===== config.mk =====
export PLATFORM = sky130hd
export DESIGN_NAME = sha1_stream_hasher_top
export DESIGN_NICKNAME = d
export VERILOG_FILES = /design/src/rtl/core/sha1_pkg.sv /design/src/rtl/core/sha1_datapath.sv /design/src/rtl/core/sha1_ctrl.sv /design/src/rtl/core/sha1_stream_hasher_top.sv
export SDC_FILE = /design/constraint.sdc
export NUM_CORES = 2
export LEC_CHECK = 0
export BUFFER_PORTS_ARGS = -buffer_cell sky130_fd_sc_hd__buf_2
export CORE_MARGIN = 4
export CORE_UTILIZATION = 23
export DETAILED_ROUTE_END_ITERATION = 12
export GPL_TIMING_DRIVEN = 0
export HOLD_SLACK_MARGIN = 0.1
export PLACE_DENSITY = 0.45
export SLEW_MARGIN = 20
export SYNTH_ARGS = -nofsm -noshare
export SYNTH_HDL_FRONTEND = slang
export SYNTH_SLANG_ARGS = --single-unit

===== constraint.sdc =====
create_clock -name i_clk -period 9.05 [get_ports i_clk]
set_clock_uncertainty 0.05 [all_clocks]
set_input_delay 1.3575 -clock i_clk [delete_from_list [all_inputs] [get_ports i_clk]]
set_output_delay 1.3575 -clock i_clk [all_outputs]
set_load 0.005 [all_outputs]

===== src/rtl/core/sha1_pkg.sv =====
// ----------------------------------------------------------------------------
// SHA-1 package
// Shared constants and round functions for the SHA-1 stream hasher.
// ----------------------------------------------------------------------------
package sha1_pkg;

    localparam logic [31:0] IV0 = 32'h67452301;
    localparam logic [31:0] IV1 = 32'hefcdab89;
    localparam logic [31:0] IV2 = 32'h98badcfe;
    localparam logic [31:0] IV3 = 32'h10325476;
    localparam logic [31:0] IV4 = 32'hc3d2e1f0;

    localparam logic [31:0] K0 = 32'h5A827999;
    localparam logic [31:0] K1 = 32'h6ED9EBA1;
    localparam logic [31:0] K2 = 32'h8F1BBCDC;
    localparam logic [31:0] K3 = 32'hCA62C1D6;

    localparam logic [7:0] PAD_BYTE = 8'h80;
    localparam logic       OP_ABSORB = 1'b0;
    localparam logic       OP_FINISH = 1'b1;

    // Commands from the controller to the datapath.
    typedef struct packed {
        logic       wr_byte;     // write byte into the buffer at wr_addr
        logic [5:0] wr_addr;
        logic [7:0] wr_data;
        logic       comp_start;  // copy chaining words into working vars
        logic       round_en;    // run one round
        logic [6:0] round_idx;
        logic       comp_end;    // add working vars into chaining words
        logic       restart;     // load initial value
    } t_dp_cmd;

    function automatic logic [31:0] f_round(input logic [6:0] t, input logic [31:0] b,
                                            input logic [31:0] c, input logic [31:0] d);
        logic [31:0] r;
        if (t < 7'd20)      r = d ^ (b & (c ^ d));
        else if (t < 7'd40) r = b ^ c ^ d;
        else if (t < 7'd60) r = (b & c) | ((b | c) & d);
        else                r = b ^ c ^ d;
        return r;
    endfunction

    function automatic logic [31:0] k_round(input logic [6:0] t);
        logic [31:0] r;
        if (t < 7'd20)      r = K0;
        else if (t < 7'd40) r = K1;
        else if (t < 7'd60) r = K2;
        else                r = K3;
        return r;
    endfunction

endpackage


===== src/rtl/core/sha1_datapath.sv =====
// ----------------------------------------------------------------------------
// SHA-1 datapath
// Block buffer, message schedule window, working variables and chaining words.
// ----------------------------------------------------------------------------
module sha1_datapath (
    input  logic              i_clk,
    input  logic              i_rst_n,
    input  sha1_pkg::t_dp_cmd i_cmd,
    input  logic [2:0]        i_word_sel,
    output logic [31:0]       o_word
);

    // The block buffer holds sixteen big-endian words; byte 0 of a word sits
    // in bits 31:24.
    logic [31:0] r_buf [16];
    logic [31:0] r_w [16];
    logic [31:0] r_a, r_b, r_c, r_d, r_e;
    logic [31:0] r_h [5];
    logic [31:0] w_new, n_tmp;
    logic [3:0]  t4;

    assign t4 = i_cmd.round_idx[3:0];

    always_comb begin
        if (i_cmd.round_idx < 7'd16) begin
            w_new = r_buf[t4];
        end else begin
            w_new = r_w[t4 - 4'd3] ^ r_w[t4 - 4'd8] ^ r_w[t4 - 4'd14] ^ r_w[t4];
            w_new = {w_new[30:0], w_new[31]};
        end
        n_tmp = {r_a[26:0], r_a[31:27]}
              + sha1_pkg::f_round(i_cmd.round_idx, r_b, r_c, r_d)
              + r_e + sha1_pkg::k_round(i_cmd.round_idx) + w_new;
    end

    always_ff @(posedge i_clk) begin
        if (i_cmd.wr_byte) begin
            r_buf[i_cmd.wr_addr[5:2]][{~i_cmd.wr_addr[1:0], 3'b000} +: 8] <= i_cmd.wr_data;
        end
        if (i_cmd.comp_start) begin
            r_a <= r_h[0]; r_b <= r_h[1]; r_c <= r_h[2]; r_d <= r_h[3]; r_e <= r_h[4];
        end else if (i_cmd.round_en) begin
            r_w[t4] <= w_new;
            r_e <= r_d;
            r_d <= r_c;
            r_c <= {r_b[1:0], r_b[31:2]};
            r_b <= r_a;
            r_a <= n_tmp;
        end
    end

    always_ff @(posedge i_clk) begin
        if (!i_rst_n || i_cmd.restart) begin
            r_h[0] <= sha1_pkg::IV0; r_h[1] <= sha1_pkg::IV1; r_h[2] <= sha1_pkg::IV2;
            r_h[3] <= sha1_pkg::IV3; r_h[4] <= sha1_pkg::IV4;
        end else if (i_cmd.comp_end) begin
            r_h[0] <= r_h[0] + r_a; r_h[1] <= r_h[1] + r_b; r_h[2] <= r_h[2] + r_c;
            r_h[3] <= r_h[3] + r_d; r_h[4] <= r_h[4] + r_e;
        end
    end

    always_comb begin
        unique case (i_word_sel)
            3'd0:    o_word = r_h[0];
            3'd1:    o_word = r_h[1];
            3'd2:    o_word = r_h[2];
            3'd3:    o_word = r_h[3];
            default: o_word = r_h[4];
        endcase
    end

endmodule


===== src/rtl/core/sha1_ctrl.sv =====
// ----------------------------------------------------------------------------
// SHA-1 controller
// Sequences byte writes, padding, 80-round compressions and digest output.
// ----------------------------------------------------------------------------
module sha1_ctrl (
    input  logic              i_clk,
    input  logic              i_rst_n,
    input  logic              i_valid,
    output logic              o_ready,
    input  logic              i_op,
    input  logic [7:0]        i_data_byte,
    output logic              o_valid,
    input  logic              i_ready,
    output logic [2:0]        o_word_index,
    output logic              o_last_word,
    output sha1_pkg::t_dp_cmd o_cmd
);

    typedef enum logic [2:0] {
        S_IDLE, S_INIT, S_ROUND, S_FOLD, S_PAD, S_OUT
    } t_state;

    t_state      r_state;
    logic [5:0]  r_fill;
    logic [60:0] r_count;
    logic [6:0]  r_round;
    logic        r_final;    // compression belongs to the end-of-message sequence
    logic        r_len_done; // current padding block carries the length
    logic [2:0]  r_widx;
    logic [63:0] bits;
    logic        acc;

    assign bits  = {r_count, 3'b000};
    assign acc   = i_valid && o_ready;
    assign o_ready = (r_state == S_IDLE);
    assign o_valid = (r_state == S_OUT);
    assign o_word_index = r_widx;
    assign o_last_word  = (r_widx == 3'd4);

    always_comb begin
        o_cmd = '0;
        o_cmd.round_idx = r_round;
        unique case (r_state)
            S_IDLE: begin
                if (acc) begin
                    o_cmd.wr_byte = 1'b1;
                    o_cmd.wr_addr = r_fill;
                    o_cmd.wr_data = (i_op == sha1_pkg::OP_ABSORB) ? i_data_byte
                                                                  : sha1_pkg::PAD_BYTE;
                end
            end
            S_PAD: begin
                o_cmd.wr_byte = 1'b1;
                o_cmd.wr_addr = r_fill;
                if (r_len_done && r_fill >= 6'd56) begin
                    o_cmd.wr_data = bits[6'd63 - {r_fill[2:0], 3'b000} -: 8];
                end else begin
                    o_cmd.wr_data = 8'h00;
                end
            end
            S_INIT:  o_cmd.comp_start = 1'b1;
            S_ROUND: o_cmd.round_en = 1'b1;
            S_FOLD:  o_cmd.comp_end = 1'b1;
            S_OUT:   o_cmd.restart = i_ready && (r_widx == 3'd4);
            default: ;
        endcase
    end

    always_ff @(posedge i_clk) begin
        if (!i_rst_n) begin
            r_state    <= S_IDLE;
            r_fill     <= '0;
            r_count    <= '0;
            r_round    <= '0;
            r_final    <= 1'b0;
            r_len_done <= 1'b0;
            r_widx     <= '0;
        end else begin
            unique case (r_state)
                S_IDLE: begin
                    if (acc) begin
                        r_fill <= r_fill + 6'd1;
                        if (i_op == sha1_pkg::OP_ABSORB) begin
                            r_count <= r_count + 61'd1;
                            r_final <= 1'b0;
                            if (r_fill == 6'd63) r_state <= S_INIT;
                        end else begin
                            r_final    <= 1'b1;
                            // Late padding needs one extra block of zeros first.
                            r_len_done <= (r_fill < 6'd56);
                            r_state    <= (r_fill == 6'd63) ? S_INIT : S_PAD;
                        end
                    end
                end
                S_PAD: begin
                    r_fill <= r_fill + 6'd1;
                    if (r_fill == 6'd63) r_state <= S_INIT;
                end
                S_INIT: begin
                    r_round <= '0;
                    r_state <= S_ROUND;
                end
                S_ROUND: begin
                    r_round <= r_round + 7'd1;
                    if (r_round == 7'd79) r_state <= S_FOLD;
                end
                S_FOLD: begin
                    r_widx <= '0;
                    if (!r_final) begin
                        r_state <= S_IDLE;
                    end else if (r_len_done) begin
                        r_state <= S_OUT;
                    end else begin
                        r_len_done <= 1'b1;
                        r_state    <= S_PAD;
                    end
                end
                S_OUT: begin
                    if (i_ready) begin
                        r_widx <= r_widx + 3'd1;
                        if (r_widx == 3'd4) begin
                            r_state <= S_IDLE;
                            r_fill  <= '0;
                            r_count <= '0;
                            r_final <= 1'b0;
                        end
                    end
                end
                default: r_state <= S_IDLE;
            endcase
        end
    end

endmodule


===== src/rtl/core/sha1_stream_hasher_top.sv =====
// ----------------------------------------------------------------------------
// SHA-1 stream hasher
// Byte-wide SHA-1 engine: absorbs message bytes and emits a five-word digest.
// ----------------------------------------------------------------------------
// Each request carries one message byte (op 0) or an end-of-message mark
// (op 1). A byte is written into the block buffer; the 64th byte of a block
// also starts the compression (one load, 80 rounds at one round per cycle,
// one fold into the chaining words), during which no request is taken.
// An end-of-message request writes the padding one byte per cycle up to the
// end of the block, runs one or two compressions (two when 56 or more bytes
// were already in the block), then presents the five digest words, most
// significant first, one per output request. The block then reloads the
// SHA-1 initial value and is ready for the next message. No new byte is
// taken while the single shared round unit runs a compression.
module sha1_stream_hasher_top (
    input  logic        i_clk,
    input  logic        i_rst_n,
    input  logic        i_valid,
    output logic        o_ready,
    input  logic        i_op,
    input  logic [7:0]  i_data_byte,
    output logic        o_valid,
    input  logic        i_ready,
    output logic [31:0] o_digest_word,
    output logic [2:0]  o_word_index,
    output logic        o_last_word
);

    sha1_pkg::t_dp_cmd cmd;

    sha1_ctrl u_ctrl (
        .i_clk        (i_clk),
        .i_rst_n      (i_rst_n),
        .i_valid      (i_valid),
        .o_ready      (o_ready),
        .i_op         (i_op),
        .i_data_byte  (i_data_byte),
        .o_valid      (o_valid),
        .i_ready      (i_ready),
        .o_word_index (o_word_index),
        .o_last_word  (o_last_word),
        .o_cmd        (cmd)
    );

    sha1_datapath u_dp (
        .i_clk      (i_clk),
        .i_rst_n    (i_rst_n),
        .i_cmd      (cmd),
        .i_word_sel (o_word_index),
        .o_word     (o_digest_word)
    );

    // Input and output never handshake in the same cycle.
    a_no_overlap: assert property (@(posedge i_clk) disable iff (!i_rst_n)
        !(o_ready && o_valid)) else $error("input and output active together");

    // After the last digest word is taken, the block is ready again.
    a_ready_after_last: assert property (@(posedge i_clk) disable iff (!i_rst_n)
        (o_valid && i_ready && o_last_word) |=> o_ready)
        else $error("not ready after digest");

    // The word index only moves forward by one on an output transfer.
    a_index_step: assert property (@(posedge i_clk) disable iff (!i_rst_n)
        (o_valid && i_ready && !o_last_word) |=>
        (o_valid && o_word_index == $past(o_word_index) + 3'd1))
        else $error("digest word index skipped");

endmodule

==> flow_summary_export.csv <==
group,metric,value,unit
cts,cts_hold_buf,0,
logic_synthesis,ys_seq_elements,1430,
setup_path,crit-reg2reg-launch,"u_ctrl.r_round[0]",
setup_path,cp_slowest_stage_delay,520,ps
logic_synthesis,muxShareOfSynthArea,22.97,%
global_routing,grt_pass1_wl,425.0,mm
setup_path,arrival,9330,ps
layout,final_area,95050,um2
timing,worst_slew_pin_slew,1261,ps
global_routing,grt_max_degree,69,
layout,drive_gt1_share,24.16,%
power,switchingPower,3.283,mW
timing,report.final.slew_viol_count,0,
cts,clkSinkCount,1430,
drt,route.vias.total,54520,
layout,fin_nets,6193,
global_routing,grt_pass1_vias,53620,
setup_path,start_kind,"register",
logic_synthesis,yosysTopAreaCell,"edfxtp_1",
logic_synthesis,synth_top_family_by_area,"multiplexers",
logic_synthesis,yosysWarnings,0,
layout,fillers,36110,
setup_path,cp-end-kind,"register",
logic_synthesis,synth_top_area_share,49.45,%
cts,clk_latency,910,ps
power,p_leak,30.21,nW
timing,hold_viol_final,0,
drt,viasPerCell,5.091,
floorplanning,fp.dieW,603.7,um
timing,min_period_over_period,97.47,%
logic_synthesis,synth_compound_area_share,5.878,%
drt,dr.pass1.iters,6,
drt,drc,0,
logic_synthesis,netlist_area,81610,um2
timing,slew_headroom,15.94,%
drt,antenna_left,0,
timing,final.setup.worst_slack,228.5,ps
logic_synthesis,netlist_instances,5575,
cts,cts.clk_slew.worst_paths,60,ps
logic_synthesis,synth_most_common_cell,"edfxtp_1",
logic_synthesis,syn_nets,5922,
logic_synthesis,yosysSeqAreaShare,51.56,%
timing,rsz0062_at_grt,"no",
logic_synthesis,syn_avg_cell_area,14.64,um2
place,gp_congestion,0.8901,
logic_synthesis,synthArstFlopShare,0,%
logic_synthesis,synth-edff-count,1344,
cts,cts-root-buf,"clkbuf_16",
timing,fmax,0.1134,GHz
cts,htreeDepth,4,
logic_synthesis,yosys-top-cells-count,"edfxtp_1 (1,344), mux4_2 (812), nand2_1 (604), nor2_1 (361), inv_1 (250)",
logic_synthesis,ys.flop_type,"edfxtp_1",
drt,totalWireLength,305.7,mm
setup_path,cp_max_fo,17,
power,internal_power,11.49,mW
power,swShare,22.22,%
timing,min_period,8821,ps
outcome,outcome,"completed",
timing,setup_violations,0,
logic_synthesis,post_synth_num_cell_types,77,
setup_path,crit_top_cell,"buf_12",
setup_path,crit_required,9560,ps
logic_synthesis,synthAdderAreaFrac,6.261,%
hold_path,hold_class,"register to register",
drt,routedWlPerCell,28.54,um
hold_path,holdCritStartpoint,"u_ctrl.r_count[60]",
global_routing,grt_overflow,0,
floorplanning,rows,218,
power,seqPwrFrac,49.1,%
global_routing,grt.total_usage,16.33,%
place,pre_cts_ws,-3351,ps
floorplanning,initial_core_util,23.12,%
place,numPortBuffers,49,
power,irDropWorstVdd,147.2,uV
cts,clock_path_buffers,4,
power,p_comb_share,4.1,%
global_routing,antenna_found_initial,8,
place,place.detailed.hpwl,218.3,mm
floorplanning,dieArea,364400,um2
timing,setup_tns,0,ps
logic_synthesis,synth-simple-area-share,7.465,%
place,placed_cell_area,88950,um2
cts,numCtsBuffers,171,
floorplanning,die_h,603.7,um
power,power.density,155.4,nW/um2
cts,cts_tree,"built",
layout,areaGrowthSynthToFinish,16.47,%
setup_path,cp_slowest_cell,"mux4_2",
logic_synthesis,synthXorXnorAreaFrac,3.187,%
flow_run,max_cap_violations,0,
floorplanning,io_pins,51,
drt,drt_iter0_drc,6517,
power,p_clk_share,46.9,%
floorplanning,core_area,353000,um2
logic_synthesis,synthTopCellsByArea,"edfxtp_1 (49%), mux4_2 (22%), ha_1 (3.2%)",
setup_path,path_class,"register to register",
setup_path,cp-startpoint,"u_ctrl.r_round[0]",
[cell families (layout without fill, tap and decap cells)]
logic type,Yosys count,in the layout
buffers and inverters,554,955
AOI/OAI and AO/OA,739,739
DFF,1430,1430
adders and majority gates,334,334
other,0,4
xor gates and xnor gates,297,297
muxes,858,858
and+or+nand+nor,1363,1363
[repair_timing]
action,in CTS,in global routing
setup buffers,3,4
gates cloned,0,0
gates resized for setup,127,32
endpoints found under the setup margin,31,9
pin swaps,5,7
[sequential cells by signal (all words and copies together) (netlist names), named ones only]
name	cells
u_dp.r_d	32
u_ctrl.r_final	1
u_ctrl.r_state	3
u_dp.r_buf	512
u_dp.r_c	32
u_ctrl.r_count	61
u_dp.r_e	32
u_ctrl.r_len_done	1
u_ctrl.r_fill	6
u_dp.r_b	32
u_dp.r_h	160
u_dp.r_w	512
u_ctrl.o_word_index	3
u_dp.r_a	32
u_ctrl.r_round	7
[power by group through the flow]
stage	clock network (mW)	logic, mW	registers [mW]
final	6.92	0.603	7.25
after global routing	7.33	0.659	7.25
after CTS	7.05	0.592	7.25
after detailed placement	0	0.581	7.39
after global placement	0	0.551	7.40
after floorplan	0	0.377	7.38
[final timing paths]
path | endpoint | slack, ps | cells past startpoint
hold / removal | u_ctrl.r_count[60] | 460 | 2
hold reg to reg | u_ctrl.r_count[60] | 460 | 2
setup / recovery | u_dp.r_a[31] | 230 | 34
setup reg to reg | u_dp.r_a[31] | 230 | 34
[routing by layer]
layer | global-route usage, % | vias to the layer above | part of all wire, %
li1 | - | 22480 | -
met1 | 21.86 | 28660 | 41
met2 | 26.12 | 2827 | 47
met3 | 3.468 | 557 | 8.4
met4 | 5.754 | 2 | 3.7
met5 | 0 | - | 0.0065
[cells in the final DEF, fill, tap and decap left out, types with 23 or more instances in the layout]
cell type | synthesis | routed
nor3_1 | 52 | 50
a22oi_1 | 65 | 65
a21o_1 | 62 | 62
a21oi_1 | 158 | 157
nor2b_1 | 31 | 31
clkinv_1 | 1 | 41
dfxtp_1 | 86 | 83
clkbuf_2 | 0 | 50
nand2_1 | 604 | 604
buf_4 | 0 | 23
o21ai_0 | 187 | 164
xor2_1 | 170 | 169
a31oi_1 | 46 | 45
mux4_2 | 812 | 812
mux2i_1 | 45 | 45
nor2_1 | 361 | 342
clkinv_2 | 0 | 24
nand3_1 | 67 | 67
fa_1 | 124 | 124
xnor2_1 | 127 | 115
and2_1 | 61 | 46
clkbuf_1 | 196 | 163
ha_1 | 210 | 208
edfxtp_1 | 1344 | 1344
and3_1 | 36 | 36
or3_1 | 33 | 33
clkbuf_16 | 0 | 177
buf_2 | 75 | 118
a211oi_1 | 27 | 27
o21a_1 | 44 | 39
inv_1 | 250 | 248
nand4_1 | 39 | 39
[per-stage QoR]
stage	std cells	util (%)	total power, mW	hold slack [ps]
after detailed placement	10400	25.20	7.970	436.5
after global placement	10350	24.87	7.955	425.9
after floorplan	5575	-	7.760	405.2
after global routing	10710	26.93	15.23	465.6
final	10710	26.93	14.77	459.4
after CTS	10700	26.88	14.89	448.0
[area by class of cell]
type | instances | area [um2] | share of cell area, %
Antenna cell | 4 | 10.01 | 0.01053
Inverter | 251 | 952.2 | 1.002
Sequential cell | 1430 | 42080 | 44.27
Clock inverter | 92 | 860.8 | 0.9056
Timing Repair Buffer | 102 | 1204 | 1.266
Buffer | 299 | 1598 | 1.681
Multi-Input combinational cell | 3591 | 37830 | 39.80
Tap cell | 4730 | 5918 | 6.226
Clock buffer | 211 | 4597 | 4.836
[worst max-delay path, delay by kind of cell (launching register included)]
| kind | cells | cell delay, ps |
|---|---|---|
| XOR/XNOR | 3 | 780 |
| AO/OA/AOI/OAI | 8 | 1820 |
| multiplexers | 2 | 1010 |
| flip-flops | 1 | 370 |
| AND/OR/NAND/NOR | 2 | 330 |
| adder cells (fa/ha/maj) | 6 | 2120 |
| buffers and inverters | 13 | 1920 |
Note: power is estimated with default switching activity, not from simulation.
